$ cat src/hdl/lmc_pkg.sv
`default_nettype none
package lmc_pkg;

  localparam int IDX_W                  = 10;
  localparam int IDX_LIMIT              = 1023;
  localparam int DEFAULT_MAX_LINE_ITEMS = 1024;

  typedef enum logic [1:0] {
    PH_LEAD  = 2'd0,
    PH_TOKEN = 2'd1,
    PH_GAP   = 2'd2,
    PH_DONE  = 2'd3
  } phase_t;

  localparam logic [1:0] KIND_NONE     = 2'd0;
  localparam logic [1:0] KIND_BULLET   = 2'd1;
  localparam logic [1:0] KIND_NUMBERED = 2'd2;

  localparam logic [1:0] STYLE_NONE    = 2'd0;
  localparam logic [1:0] STYLE_DECIMAL = 2'd1;
  localparam logic [1:0] STYLE_ROMAN   = 2'd2;
  localparam logic [1:0] STYLE_BRACKET = 2'd3;

  localparam logic [15:0] CH_UPPER_I = 16'h0049;
  localparam logic [15:0] CH_UPPER_V = 16'h0056;
  localparam logic [15:0] CH_UPPER_X = 16'h0058;
  localparam logic [15:0] CH_LOWER_I = 16'h0069;
  localparam logic [15:0] CH_LOWER_V = 16'h0076;
  localparam logic [15:0] CH_LOWER_X = 16'h0078;
  localparam logic [15:0] CH_COLON   = 16'h003A;
  localparam logic [15:0] CH_OPEN_BR = 16'h005B;
  localparam logic [15:0] CH_CLOSE_BR = 16'h005D;

endpackage
`default_nettype wire

$ cat src/hdl/list_marker_classifier.sv
// List marker classifier.
// Input channel: one beat per page item of a text line (in_valid/in_ready), carrying
// the character flags, the code unit, the left coordinate and line_end on the last
// item of the line. Output channel: one beat per line (out_valid/out_ready), sent for
// the item that carries line_end, giving list kind, number style, text left edge and
// the marker's first and following item indices; a line that is no list gives zeros.
// A beat is taken into an input register, and the scan state and classification are
// updated from that register in one pass, so the block takes one item every cycle while no line_end item waits.
// A line's result is loaded into the output register as its line_end item leaves the
// input register. Items without line_end never wait on the output side;
// a line_end item waits in the input register only while an earlier result is still
// held, and then in_ready drops.
// Reset (synchronous, rst high) empties both registers and returns the scan to the
// leading-space phase with index zero; the same line state is restored after every
// line_end item. Item indices saturate at the smaller of MAX_LINE_ITEMS-1 and 1023.
`default_nettype none
module list_marker_classifier
  import lmc_pkg::*;
#(
  parameter int MAX_LINE_ITEMS = DEFAULT_MAX_LINE_ITEMS
) (
  input  wire logic               clk,
  input  wire logic               rst,
  input  wire logic               in_valid,
  output logic                    in_ready,
  input  wire logic               is_character,
  input  wire logic [15:0]        char_code,
  input  wire logic               space_flag,
  input  wire logic               digit_flag,
  input  wire logic               dot_flag,
  input  wire logic               alnum_flag,
  input  wire logic signed [31:0] left_coord,
  input  wire logic               line_end,
  output logic                    out_valid,
  input  wire logic               out_ready,
  output logic [1:0]              list_kind,
  output logic [1:0]              number_style,
  output logic signed [31:0]      text_left,
  output logic [IDX_W-1:0]        marker_first,
  output logic [IDX_W-1:0]        marker_after
);

  localparam int IDX_CAP = (MAX_LINE_ITEMS - 1 < IDX_LIMIT) ? (MAX_LINE_ITEMS - 1) : IDX_LIMIT;

  // Input register.
  logic               s1_valid;
  logic               s1_chr;
  logic [15:0]        s1_code;
  logic               s1_space;
  logic               s1_digit;
  logic               s1_dot;
  logic               s1_alnum;
  logic signed [31:0] s1_left;
  logic               s1_line_end;
  logic               s1_adv;

  // Scan state.
  phase_t             phase, phase_next;
  logic [IDX_W-1:0]   item_index, item_index_next;
  logic [IDX_W-1:0]   token_start, token_start_next;
  logic [IDX_W-1:0]   token_end, token_end_next;
  logic               first_nonalnum, first_nonalnum_next;
  logic               first_open_br, first_open_br_next;
  logic               prev_chr, prev_chr_next;
  logic               prev_dec, prev_dec_next;
  logic               prev_dot, prev_dot_next;
  logic [15:0]        prev_code, prev_code_next;
  logic               dec_prefix_ok, dec_prefix_ok_next;
  logic               dec_inner_ok, dec_inner_ok_next;
  logic               roman_ok, roman_ok_next;
  logic               roman_fresh, roman_fresh_next;
  logic               roman_upper, roman_upper_next;
  logic               token_multi, token_multi_next;
  logic [1:0]         dec_kind, dec_kind_next;
  logic [1:0]         dec_style, dec_style_next;
  logic signed [31:0] dec_left, dec_left_next;

  // Masked flags of the registered item.
  logic        chr, is_space, is_digit, is_dot, is_alnum;
  logic [15:0] code;
  logic        prev_upper, prev_lower, prev_ends;
  logic [1:0]  cls_kind, cls_style;

  assign chr      = s1_chr;
  assign is_space = s1_chr & s1_space;
  assign is_digit = s1_chr & s1_digit;
  assign is_dot   = s1_chr & s1_dot;
  assign is_alnum = s1_chr & s1_alnum;
  assign code     = s1_chr ? s1_code : 16'd0;

  assign s1_adv   = s1_valid && (!s1_line_end || !out_valid || out_ready);
  assign in_ready = !s1_valid || s1_adv;

  assign prev_upper = (prev_code == CH_UPPER_I) || (prev_code == CH_UPPER_V) ||
                      (prev_code == CH_UPPER_X);
  assign prev_lower = (prev_code == CH_LOWER_I) || (prev_code == CH_LOWER_V) ||
                      (prev_code == CH_LOWER_X);
  assign prev_ends  = prev_chr && (prev_dot || prev_code == CH_COLON);

  // Decision on the held token, made when the text item arrives.
  always_comb begin
    cls_kind  = KIND_NONE;
    cls_style = STYLE_NONE;
    priority if (!token_multi && first_nonalnum) begin
      cls_kind = KIND_BULLET;
    end else if (prev_ends && dec_prefix_ok) begin
      cls_kind  = KIND_NUMBERED;
      cls_style = STYLE_DECIMAL;
    end else if (prev_ends && roman_ok) begin
      cls_kind  = KIND_NUMBERED;
      cls_style = STYLE_ROMAN;
    end else if (token_multi && first_open_br && prev_chr && prev_code == CH_CLOSE_BR &&
                 dec_inner_ok) begin
      cls_kind  = KIND_NUMBERED;
      cls_style = STYLE_BRACKET;
    end else begin
      cls_kind = KIND_NONE;
    end
  end

  always_comb begin
    phase_next          = phase;
    token_start_next    = token_start;
    token_end_next      = token_end;
    first_nonalnum_next = first_nonalnum;
    first_open_br_next  = first_open_br;
    prev_chr_next       = prev_chr;
    prev_dec_next       = prev_dec;
    prev_dot_next       = prev_dot;
    prev_code_next      = prev_code;
    dec_prefix_ok_next  = dec_prefix_ok;
    dec_inner_ok_next   = dec_inner_ok;
    roman_ok_next       = roman_ok;
    roman_fresh_next    = roman_fresh;
    roman_upper_next    = roman_upper;
    token_multi_next    = token_multi;
    dec_kind_next       = dec_kind;
    dec_style_next      = dec_style;
    dec_left_next       = dec_left;
    item_index_next     = (item_index < IDX_W'(IDX_CAP)) ? item_index + 1'b1 : item_index;

    unique case (phase)
      PH_LEAD: begin
        if (!is_space) begin
          token_start_next    = item_index;
          first_nonalnum_next = !is_alnum;
          first_open_br_next  = chr && (code == CH_OPEN_BR);
          prev_chr_next       = chr;
          prev_dec_next       = is_digit || is_dot;
          prev_dot_next       = is_dot;
          prev_code_next      = code;
          token_multi_next    = 1'b0;
          phase_next          = PH_TOKEN;
        end
      end
      PH_TOKEN: begin
        if (is_space) begin
          token_end_next = item_index;
          phase_next     = PH_GAP;
        end else begin
          // The held item is now known not to be the token's last one.
          if (!prev_dec) begin
            dec_prefix_ok_next = 1'b0;
          end
          if (token_multi && !prev_dec) begin
            dec_inner_ok_next = 1'b0;
          end
          if (roman_ok) begin
            priority if (!prev_chr) begin
              roman_ok_next = 1'b0;
            end else if (prev_dot) begin
              roman_ok_next = 1'b1;
            end else if (prev_upper && (roman_fresh || roman_upper)) begin
              roman_upper_next = 1'b1;
              roman_fresh_next = 1'b0;
            end else if (prev_lower && (roman_fresh || !roman_upper)) begin
              roman_upper_next = 1'b0;
              roman_fresh_next = 1'b0;
            end else begin
              roman_ok_next = 1'b0;
            end
          end
          token_multi_next = 1'b1;
          prev_chr_next    = chr;
          prev_dec_next    = is_digit || is_dot;
          prev_dot_next    = is_dot;
          prev_code_next   = code;
        end
      end
      PH_GAP: begin
        if (!is_space) begin
          dec_kind_next  = cls_kind;
          dec_style_next = cls_style;
          dec_left_next  = s1_left;
          phase_next     = PH_DONE;
        end
      end
      PH_DONE: begin
        phase_next = PH_DONE;
      end
      default: begin
        phase_next = PH_LEAD;
      end
    endcase
  end

  always_ff @(posedge clk) begin
    if (rst) begin
      s1_valid <= 1'b0;
    end else if (in_valid && in_ready) begin
      s1_valid <= 1'b1;
    end else if (s1_adv) begin
      s1_valid <= 1'b0;
    end
    if (in_valid && in_ready) begin
      s1_chr      <= is_character;
      s1_code     <= char_code;
      s1_space    <= space_flag;
      s1_digit    <= digit_flag;
      s1_dot      <= dot_flag;
      s1_alnum    <= alnum_flag;
      s1_left     <= left_coord;
      s1_line_end <= line_end;
    end
  end

  always_ff @(posedge clk) begin
    if (rst || (s1_adv && s1_line_end)) begin
      phase          <= PH_LEAD;
      item_index     <= '0;
      token_start    <= '0;
      token_end      <= '0;
      first_nonalnum <= 1'b0;
      first_open_br  <= 1'b0;
      prev_chr       <= 1'b0;
      prev_dec       <= 1'b0;
      prev_dot       <= 1'b0;
      prev_code      <= '0;
      dec_prefix_ok  <= 1'b1;
      dec_inner_ok   <= 1'b1;
      roman_ok       <= 1'b1;
      roman_fresh    <= 1'b1;
      roman_upper    <= 1'b0;
      token_multi    <= 1'b0;
      dec_kind       <= KIND_NONE;
      dec_style      <= STYLE_NONE;
      dec_left       <= '0;
    end else if (s1_adv) begin
      phase          <= phase_next;
      item_index     <= item_index_next;
      token_start    <= token_start_next;
      token_end      <= token_end_next;
      first_nonalnum <= first_nonalnum_next;
      first_open_br  <= first_open_br_next;
      prev_chr       <= prev_chr_next;
      prev_dec       <= prev_dec_next;
      prev_dot       <= prev_dot_next;
      prev_code      <= prev_code_next;
      dec_prefix_ok  <= dec_prefix_ok_next;
      dec_inner_ok   <= dec_inner_ok_next;
      roman_ok       <= roman_ok_next;
      roman_fresh    <= roman_fresh_next;
      roman_upper    <= roman_upper_next;
      token_multi    <= token_multi_next;
      dec_kind       <= dec_kind_next;
      dec_style      <= dec_style_next;
      dec_left       <= dec_left_next;
    end
  end

  // Result register, loaded by the line_end item from the updated line state.
  always_ff @(posedge clk) begin
    if (rst) begin
      out_valid <= 1'b0;
    end else if (s1_adv && s1_line_end) begin
      out_valid <= 1'b1;
    end else if (out_ready) begin
      out_valid <= 1'b0;
    end
    if (s1_adv && s1_line_end) begin
      if (phase_next == PH_DONE && dec_kind_next != KIND_NONE) begin
        list_kind    <= dec_kind_next;
        number_style <= dec_style_next;
        text_left    <= dec_left_next;
        marker_first <= token_start_next;
        marker_after <= token_end_next;
      end else begin
        list_kind    <= KIND_NONE;
        number_style <= STYLE_NONE;
        text_left    <= '0;
        marker_first <= '0;
        marker_after <= '0;
      end
    end
  end

  a_none_is_zero: assert property (@(posedge clk) disable iff (rst)
    (out_valid && list_kind == KIND_NONE) |->
      (number_style == STYLE_NONE && text_left == 0 && marker_first == 0 &&
       marker_after == 0))
    else $error("non-list result carries nonzero fields");

  a_style_matches_kind: assert property (@(posedge clk) disable iff (rst)
    out_valid |-> ((list_kind == KIND_NONE || list_kind == KIND_BULLET ||
                    list_kind == KIND_NUMBERED) &&
                   ((list_kind == KIND_NUMBERED) == (number_style != STYLE_NONE))))
    else $error("list kind and number style disagree");

  a_index_capped: assert property (@(posedge clk) disable iff (rst)
    item_index <= IDX_W'(IDX_CAP))
    else $error("item index passed its cap");

  a_marker_order: assert property (@(posedge clk) disable iff (rst)
    (phase == PH_GAP || phase == PH_DONE) |-> token_end >= token_start)
    else $error("marker ends before it starts");

  a_line_restart: assert property (@(posedge clk) disable iff (rst)
    (s1_adv && s1_line_end) |=> (phase == PH_LEAD && item_index == 0 && out_valid))
    else $error("line state not restored after line end");

endmodule
`default_nettype wire

$ cat config.mk
export PLATFORM = sky130hd
export DESIGN_NAME = list_marker_classifier
export DESIGN_NICKNAME = d
export VERILOG_FILES = /design/src/hdl/lmc_pkg.sv /design/src/hdl/list_marker_classifier.sv
export SDC_FILE = /design/constraint.sdc
export NUM_CORES = 1
export LEC_CHECK = 0
export BUFFER_PORTS_ARGS = -buffer_cell sky130_fd_sc_hd__buf_4
export CORE_MARGIN = 4
export CORE_UTILIZATION = 40
export CTS_CLUSTER_DIAMETER = 30
export DETAILED_ROUTE_END_ITERATION = 7
export GPL_TIMING_DRIVEN = 1
export MAX_ROUTING_LAYER = met4
export PLACE_DENSITY = 0.65
export SLEW_MARGIN = 20
export SYNTH_ARGS = -nofsm -noshare
export SYNTH_HDL_FRONTEND = slang
export SYNTH_SLANG_ARGS = --single-unit
$ cat constraint.sdc
create_clock -name clk -period 5.25 [get_ports clk]
set_input_delay 0.7875 -clock clk [delete_from_list [all_inputs] [get_ports clk]]
set_output_delay 0.7875 -clock clk [all_outputs]
set_load 0.01 [all_outputs]
# Word-level counts from Yosys, hierarchy flattened
# Cells that the tools add are included.
[classes] addsub=1 n_lt_le_gt_ge=1 eq_ne=15 n_mux=38 bitwise_logic=7 reduce_logical=50
[ops] op="16-bit by 7-bit == test with 1-bit output (second input constant)" count=8
[ops] op="32-bit two-way mux" count=2
[ops] op="10-bit two-way mux" count=4
[ops] op="2-bit two-way mux" count=15
[ops] op="16-bit by 6-bit == test with 1-bit output (second input constant)" count=1
[ops] op="1-bit logical AND" count=16
[ops] op="16-bit two-way mux" count=1
[ops] op="1-bit two-way mux" count=14
[ops] op="1-bit logical OR" count=12
[ops] op="4-bit AND reduction" count=3
[ops] op="10-bit by 1-bit adder with 10-bit output (second input constant)" count=1
[ops] op="10-bit < comparator (second input constant)" count=1
[ops] op="2-bit nonzero test" count=5
[ops] op="3-bit AND reduction" count=3
[ops] op="2-bit one-hot mux with 4 select lines" count=1
[ops] op="1-bit zero test" count=7
[ops] op="7-bit AND reduction" count=1
[ops] op="2-bit == test (second input constant)" count=3
[ops] op="1-bit bitwise AND" count=4
[ops] op="2-bit inequality test (second input constant)" count=2
[ops] op="1-bit inverter" count=3
[ops] op="2-bit by 1-bit == test with 1-bit output (second input constant)" count=1
[ops] op="2-bit zero test" count=1
[ops] op="1-bit one-hot mux with 2 select lines" count=1
[ops] op="2 further kinds" count=2
[totals] ff_bits=207 output_inout_bits=58 elab_cells=146

# Logic depth before layout (Yosys ltp)
# Gate-level depths: netlist of run 1.
[depth] depth_word=12 depth_mapped=8 ltp_nobuf=6

# Worst setup path after synthesis of run 1
# No wires, ideal clock.
[synth_path] path_kind="input -> register" start="input port out_ready" end="register s1_chr (netlist: chr), enable pin" t_arrival_ns=3.601 t_required_ns=4.752 setup_slack_ns=1.151 path_stages=2 path_cell_list="nor2b_1 a31oi_1"
[synth_between] elab_chain_len=4
[synth_lines] element="start, declared" line_no="list_marker_classifier.sv:35" text="input wire logic out_ready,"
[synth_lines] element="1-bit logical OR" line_no="list_marker_classifier.sv:91" text="assign s1_adv = s1_valid && (!s1_line_end || !out_valid || out_ready);"
[synth_lines] element="1-bit logical AND" line_no="list_marker_classifier.sv:91"
[synth_lines] element="1-bit logical OR" line_no="list_marker_classifier.sv:92" text="assign in_ready = !s1_valid || s1_adv;"
[synth_lines] element="1-bit logical AND" line_no="list_marker_classifier.sv:215" text="if (in_valid && in_ready) begin"
[synth_lines] element="end signal, assigned" line_no="list_marker_classifier.sv:216" text="s1_chr <= is_character;"
[synth_lines] element="end, declared" line_no="list_marker_classifier.sv:47" text="logic s1_chr;"
# No other way between the ends.
# A chain may end at the register's enable or synchronous reset.

# Worst setup path after layout of run 1
[layout_path] start="register s1_chr (netlist: chr)" end="register marker_after[1], data pin"
[layout_between] elab_chain_len=5
[layout_lines] element="1-bit bitwise AND (*)" line_no="list_marker_classifier.sv:85" text="assign is_space = s1_chr & s1_space;"
[layout_lines] element="2-bit two-way mux (on tied branches)" line_no="list_marker_classifier.sv:191, list_marker_classifier.sv:144, list_marker_classifier.sv:157"
[layout_lines] element="2-bit one-hot mux with 4 select lines or 2-bit two-way mux (tied branches)" line_no="list_marker_classifier.sv:142" text="unique case (phase)"
[layout_lines] element="2-bit == test or 2-bit nonzero test (tied branches)" line_no="list_marker_classifier.sv:281" text="if (phase_next == PH_DONE && dec_kind_next != KIND_NONE) begin"
[layout_lines] element="1-bit logical AND" line_no="list_marker_classifier.sv:281"
[layout_lines] element="end signal, assigned" line_no="list_marker_classifier.sv:286" text="marker_after <= token_end_next;"
[layout_lines] element="end, declared" line_no="list_marker_classifier.sv:40" text="output logic [IDX_W-1:0] marker_after"
# Every way passes the cells marked *; elsewhere a longest branch is shown, timed or not.

==> summary.txt, run 1 <==
Critical path startpoint category = flop
Initial Utilization = 41.1%
Syn Inst Count = 793
Die ar. = 0.0226 mm²
Reg-to-reg endpoint = marker_after[1]
Share of layout cells above drive strength 1 = 22.7%
Peak fanout along the critical path = 33
RSZ-0062 raised after global routing = no
TritonCTS clock tree = done
Via count = 6082
Slowest cell on crit path = edfxtp_1
Drt first-iter violations = 479
Clock Pin Slew Worst Setup and Hold Paths = 40 ps
Nets@finish = 968
Setup ws final = 2080 ps
First-pass DRT Iterations = 5
Number of synthesized flops with an enable pin = 110
Syn avg cell area = 10.2 µm²
VDD IR max = 249 µV
Ant diodes = 0
Hold Path End = prev_code[13]
Initial antenna violation count = 0
Cell Rows = 51
CORE AREA = 0.0197 mm²
Die H = 150 µm
Port bufs = 115
Total gr overflow = 0
Minimum clock period = 3170 ps
Lkg Pwr = 3.57 nW
Least-Margin Pin Slew = 1050 ps
Root buf cell = clkbuf_16
Num ports = 116
Synth cell types = 50
Final Cycle Share = 60.4%
Synth-to-layout area growth = 31.3%
Worst R2R Setup Slack = 2080 ps
Combinational power share = 3.0%
Setup Slack @ Placement = 1900 ps
Status = finished clean
Synth Register Bits = 207
CTS Hold Bufs = 0
Dominant synthesized flop cell = edfxtp_1
Slew HR = 29.8%
Placer Congestion = 0.822
Filler Cell Count = 1731
Internal cell power = 3.71 mW
Post-detail-place hpwl = 11100 µm
Worst Hold Class = reg2reg
Most frequent cells in the layout = nand2_1 (236), a21oi_1 (127), buf_4 (121)
DR DRC count = 0
# setup viols final = 0
FF-to-FF Start = chr
Post-CTS sizing = 0
Setup TNS = 0 ps
Tot Pwr = 4.63 mW
R2R cell count = 8
Largest net degree at the start of global routing = 91
Antenna Nets Post-Route = 0
Reg power frac = 38.5%
WP data required = 5490 ps
WL/cell = 15.1 µm
Clock Sinks = 207
Max Slew Vio Count = 0
Max Clk Rate = 315 MHz
Core Util, Final = 54.0%
Switch share = 19.8%
Cell repeated most along the worst path = buf_4
CP arrival = 3420 ps
CP max stage delay = 720 ps
Clk_skew = 15.3 ps
Tot GR Track Use = 16.9%
Endpoints failing hold = 0
Kind of critical path = reg2reg
Switch Pwr = 0.916 mW
Setup Buffers After CTS = 0
Clock share of power = 58.5%
Maxcap violations = 0
Mapped Area = 0.00811 mm²
Clock Tree Buf Depth = 3
DRT Wirelength = 18200 µm
Ys async rst share = 0%
Via density = 5.03
Pwr Density = 435 mW/mm²
CP endpoint kind = flop
Clk Latency, worst-skew pair = 510 ps
H-Tree Depth = 2
Syn nets = 852
Clock buffers created by TritonCTS = 45
Commonest non-fill, non-tap cell in the layout = nand2_1
Hold path cells = 2
Die width = 150 µm
First-pass GRT wire length = 29900 µm
Synth Warn # = 0
Sequential area share after synthesis = 64.7%
Cell Chain, Critical Path = a21oi_2, and2_1, buf_4, nand2_1, o31ai_4, buf_6, buf_4, a21oi_1
Number of global-route vias before repair = 6007
Min-delay src = prev_code[13]
-- per-stage QoR --
step                      std cells  cell area [µm²]  hold WS (ps)
after floorplan                 793             8110           423
after global placement         1126             9140           436
after detailed placement       1127             9160           440
after CTS                      1208            10600           431
after global routing           1208            10700           434
final                          1208            10700           448
-- layer usage --
layer / GRT usage, % / wire length (µm)
met5: - / 0
met1: 21.8 / 8290
met3: 3.64 / 961
met2: 26.2 / 8530
met4: 6.72 / 457
-- how the worst max path moves through the flow --
| stage | to | slack [ps] | start |
|---|---|---|---|
| final | marker_after[1] | 2080 | chr |
| after global placement | first_open_br | 1710 | chr |
| after global routing | marker_after[7] | 1820 | chr |
| after floorplan | chr | 1150 | out_ready |
| after CTS | marker_after[3] | 2050 | chr |
| after detailed placement | roman_ok | 1900 | out_ready |
-- cell type report --
class                      instances  area (µm²)  share of cell area, %
multi-input combinational        529        2660                   25.0
clock inverter                    16         213                   2.00
sequential                       207        5250                   49.2
clock buffer                      65        1270                   11.9
inverter                           4        15.0                  0.141
timing repair buffer             122         920                   8.63
tap                              265         332                   3.11
-- flip-flops by register name (all words and copies together), names as in the netlist, 2 cells and up --
| name | count |
|---|---|
| list_kind | 2 |
| prev_code | 16 |
| marker_first | 10 |
| number_style | 2 |
| s1_left | 32 |
| phase | 2 |
| item_index | 10 |
| s1_code | 16 |
| token_start | 10 |
| token_end | 10 |
| dec_kind | 2 |
| marker_after | 10 |
| text_left | 32 |
| dec_style | 2 |
| dec_left | 32 |
-- power by group through the flow --
stage          logic, mW  clock network (mW)  registers, mW
5_1_grt            0.152                2.85           1.79
6_report           0.138                2.71           1.78
4_1_cts            0.141                2.76           1.78
2_1_floorplan     0.0673                   0           1.80
3_5_place_dp       0.140                   0           1.81
3_3_place_gp       0.138                   0           1.81
-- synth_stat cells (2+ instances only) --
| master | instances | area (µm²) |
|---|---|---|
| nor3_1 | 8 | 40.0 |
| clkbuf_1 | 39 | 146 |
| nand3_1 | 38 | 190 |
| nor4b_1 | 3 | 26.3 |
| nor4_1 | 6 | 37.5 |
| buf_6 | 5 | 56.3 |
| nand4b_1 | 2 | 17.5 |
| a31oi_1 | 2 | 12.5 |
| o211ai_1 | 2 | 15.0 |
| dfxtp_1 | 97 | 1940 |
| buf_1 | 2 | 7.51 |
| nand2b_1 | 3 | 18.8 |
| nor4_4 | 2 | 42.5 |
| nor3b_1 | 3 | 22.5 |
| o21ai_0 | 13 | 65.1 |
| and2_1 | 3 | 18.8 |
| nand2_1 | 237 | 890 |
| xnor2_1 | 7 | 61.3 |
| buf_2 | 7 | 35.0 |
| nand4_1 | 6 | 37.5 |
| edfxtp_1 | 110 | 3300 |
| and3_1 | 4 | 25.0 |
| nor2_1 | 23 | 86.3 |
| nand3b_1 | 3 | 22.5 |
| inv_1 | 4 | 15.0 |
| a21oi_1 | 127 | 636 |
| a21o_1 | 2 | 15.0 |
| a41oi_1 | 2 | 17.5 |
| a211oi_1 | 2 | 15.0 |
| a21oi_2 | 11 | 96.3 |
-- logic make-up (layout without fill, tap and decap cells) --
| family | count (synthesis) | after routing | share of synthesized area, % |
|---|---|---|---|
| buffers and inverters | 57 | 207 | 3.21 |
| XOR/XNOR | 8 | 8 | 0.864 |
| flip-flops | 207 | 207 | 64.7 |
| AND/OR/NAND/NOR | 350 | 350 | 19.1 |
| adder cells (fa/ha/maj) | 1 | 1 | 0.154 |
| AO/OA/AOI/OAI | 170 | 170 | 12.0 |
-- critical path, delay by kind of cell, from the launching register on --
family	cells	cell delay [ps]
AOI/OAI and AO/OA	3	970
buffers and inverters	3	860
DFF	1	720
and+or+nand+nor	2	350
Power figures use the tool's default switching activity.
==> inputs of run 2 (changes only) <==
--- a/config.mk
+++ b/config.mk
@@ -12,7 +12,7 @@
 export DETAILED_ROUTE_END_ITERATION = 7
 export GPL_TIMING_DRIVEN = 1
 export MAX_ROUTING_LAYER = met4
-export PLACE_DENSITY = 0.65
+export PLACE_DENSITY = 0.67
 export SLEW_MARGIN = 20
 export SYNTH_ARGS = -nofsm -noshare
 export SYNTH_HDL_FRONTEND = slang
==> constraint.sdc (replaced) <==
create_clock -name clk -period 2.5 [get_ports clk]
set_input_delay 0.375 -clock clk [delete_from_list [all_inputs] [get_ports clk]]
set_output_delay 0.375 -clock clk [all_outputs]
set_load 0.01 [all_outputs]
==> summary.txt, run 2 (synthesized netlist as in run 1, its figures left out) <==
Worst Hold Class = in2reg (was reg2reg)
Wl on met1 = 7820 µm (was 8290 µm)
Lkg Pwr = 3.63 nW (was 3.57 nW)
WL met3 = 1110 µm (was 961 µm)
Slew HR = 53.6% (was 29.8%)
CORE AREA = 0.0197 mm² (unchanged)
Antenna Nets Post-Route = 0 (unchanged)
Seq. cell area = 0.00525 mm² (unchanged)
Minimum clock period = 2150 ps (was 3170 ps)
Nets@finish = 984 (was 968)
WL/cell = 14.9 µm (was 15.1 µm)
Setup TNS = 0 ps (unchanged)
Share of layout cells above drive strength 1 = 24.0% (was 22.7%)
Pwr Density = 879 mW/mm² (was 435 mW/mm²)
VDD IR max = 638 µV (was 249 µV)
Root buf cell = clkbuf_16 (unchanged)
Num ports = 116 (unchanged)
Clock Sinks = 207 (unchanged)
Clk Latency, worst-skew pair = 510 ps (about the same)
Top Registers = dec_left x32, s1_left x32, text_left x32 (unchanged)
Ant diodes = 0 (unchanged)
Clock buffers created by TritonCTS = 42 (was 45)
Placer Congestion = 0.800 (was 0.822)
Port bufs = 115 (unchanged)
H-Tree Depth = 2 (unchanged)
Area after DPL = 0.00931 mm² (was 0.00916 mm²)
Critical path's top delay family = compound AO/OA/AOI/OAI gates (unchanged)
TritonCTS clock tree = done (unchanged)
Initial Utilization = 41.1% (unchanged)
Endpoints failing hold = 0 (unchanged)
Max Clk Rate = 466 MHz (was 315 MHz)
DR DRC count = 0 (unchanged)
Synth-to-layout area growth = 32.0% (was 31.3%)
First-pass DRT Iterations = 5 (unchanged)
DRT Wirelength = 18200 µm (about the same)
Tot GR Track Use = 16.6% (was 16.9%)
Critical path startpoint category = flop (unchanged)
Status = finished clean (unchanged)
Multi-input logic area = 0.00263 mm² (was 0.00266 mm²)
Clock Pin Slew Worst Setup and Hold Paths = 50 ps (was 40 ps)
Final Cycle Share = 85.9% (was 60.4%)
Finished Cell Area = 0.0107 mm² (about the same)
Number of global-route vias before repair = 5865 (was 6007)
Least-Margin Pin Slew = 696 ps (was 1050 ps)
Die H = 150 µm (unchanged)
Kind of critical path = reg2reg (unchanged)
Via density = 4.97 (was 5.03)
Total gr overflow = 0 (unchanged)
Met2 WL = 8800 µm (was 8530 µm)
CP max stage delay = 400 ps (was 720 ps)
Largest net degree at the start of global routing = 58 (was 91)
Max Slew Vio Count = 0 (unchanged)
Maxcap violations = 0 (unchanged)
Slowest cell on crit path = dfxtp_1 (was edfxtp_1)
WP data required = 2740 ps (was 5490 ps)
Clk_skew = 16.7 ps (was 15.3 ps)
Post-detail-place hpwl = 11300 µm (was 11100 µm)
Worst path bufs/invs = 1 (was 3)
Commonest non-fill, non-tap cell in the layout = nand2_1 (unchanged)
Peak fanout along the critical path = 18 (was 33)
Via count = 6081 (was 6082)
Cell Chain, Critical Path = and4b_1, and4bb_4, o211a_4, o31ai_4, buf_4, a21oi_1 (was a21oi_2, and2_1, buf_4, nand2_1, o31ai_4, buf_6, buf_4, a21oi_1)
Most frequent cells in the layout = nand2_1 (237), buf_4 (138), a21oi_1 (127) (was nand2_1 (236), a21oi_1 (127), buf_4 (121))
Die width = 150 µm (unchanged)
CP endpoint kind = flop (unchanged)
RSZ-0062 raised after global routing = no (unchanged)
First-pass GRT wire length = 29400 µm (was 29900 µm)
Cell Rows = 51 (unchanged)
Initial antenna violation count = 0 (unchanged)
Drt first-iter violations = 356 (was 479)
Filler Cell Count = 1751 (was 1731)
# setup viols final = 0 (unchanged)
Top sig layer = met4 (unchanged)
Die ar. = 0.0226 mm² (unchanged)
CP arrival = 2390 ps (was 3420 ps)
Clock Tree Buf Depth = 3 (unchanged)
[run 2: path summary, 6_finish.rpt]
| path | start | endpoint | slack [ps] | cells past startpoint |
|---|---|---|---|---|
| worst max-delay path | prev_code[2] | marker_first[9] | 350 | 6 |
| worst min-delay path | char_code[5] | s1_code[5] | 50 | 1 |
| worst max register to register | prev_code[2] | marker_first[9] | 350 | 6 |
| worst min register to register | prev_code[14] | prev_code[14] | 450 | 2 |
[run 2: worst register-to-register path: stages, from the launching register on]
cell and delay [ps]:
dfxtp_1 400, and4b_1 220, and4bb_4 220, o211a_4 250
o31ai_4 360, buf_4 340, a21oi_1 90
[run 2: power breakdown]
part / internal [mW] / total (mW) / switching (mW) / leakage (nW)
registers: 3.68 / 3.73 / 0.0515 / 1.83
logic: 0.138 / 0.325 / 0.186 / 1.13
clock network: 3.64 / 5.36 / 1.72 / 0.668
[run 2: area by class of cell]
cell class,instances,share of cell area (%)
Sequential cell,207,49.0
Multi-Input combinational cell,529,24.6
Clock buffer,52,10.7
Timing Repair Buffer,141,10.2
Tap cell,265,3.10
Clock inverter,25,2.34
Inverter,4,0.140
[run 2: per-stage QoR]
stage                     hold WS [ps]  setup slack, ps  power [mW]  std cells  util, %
after floorplan                    423              157        3.93        793        -
after detailed placement           445             45.2        4.12       1145     47.2
final                             46.8              353        9.42       1223     54.3
after CTS                         22.2             24.5        9.53       1222     54.3
after global placement             439              112        4.12       1145     47.2
after global routing              25.2              202        9.75       1223     54.3
[run 2: what timing repair did]
| item | 4_1_cts | 5_1_grt |
|---|---|---|
| gates resized for setup | 0 | 0 |
| setup buffers | 0 | 1 |
| endpoints found under the setup margin | 0 | 18 |
| hold buffers | 0 | 0 |
[run 2: metal layers]
layer,vias up,global-route usage [%]
li1,3042,-
met1,2841,20.7
met2,165,26.8
met3,33,3.58
met4,0,6.22
met5,-,-
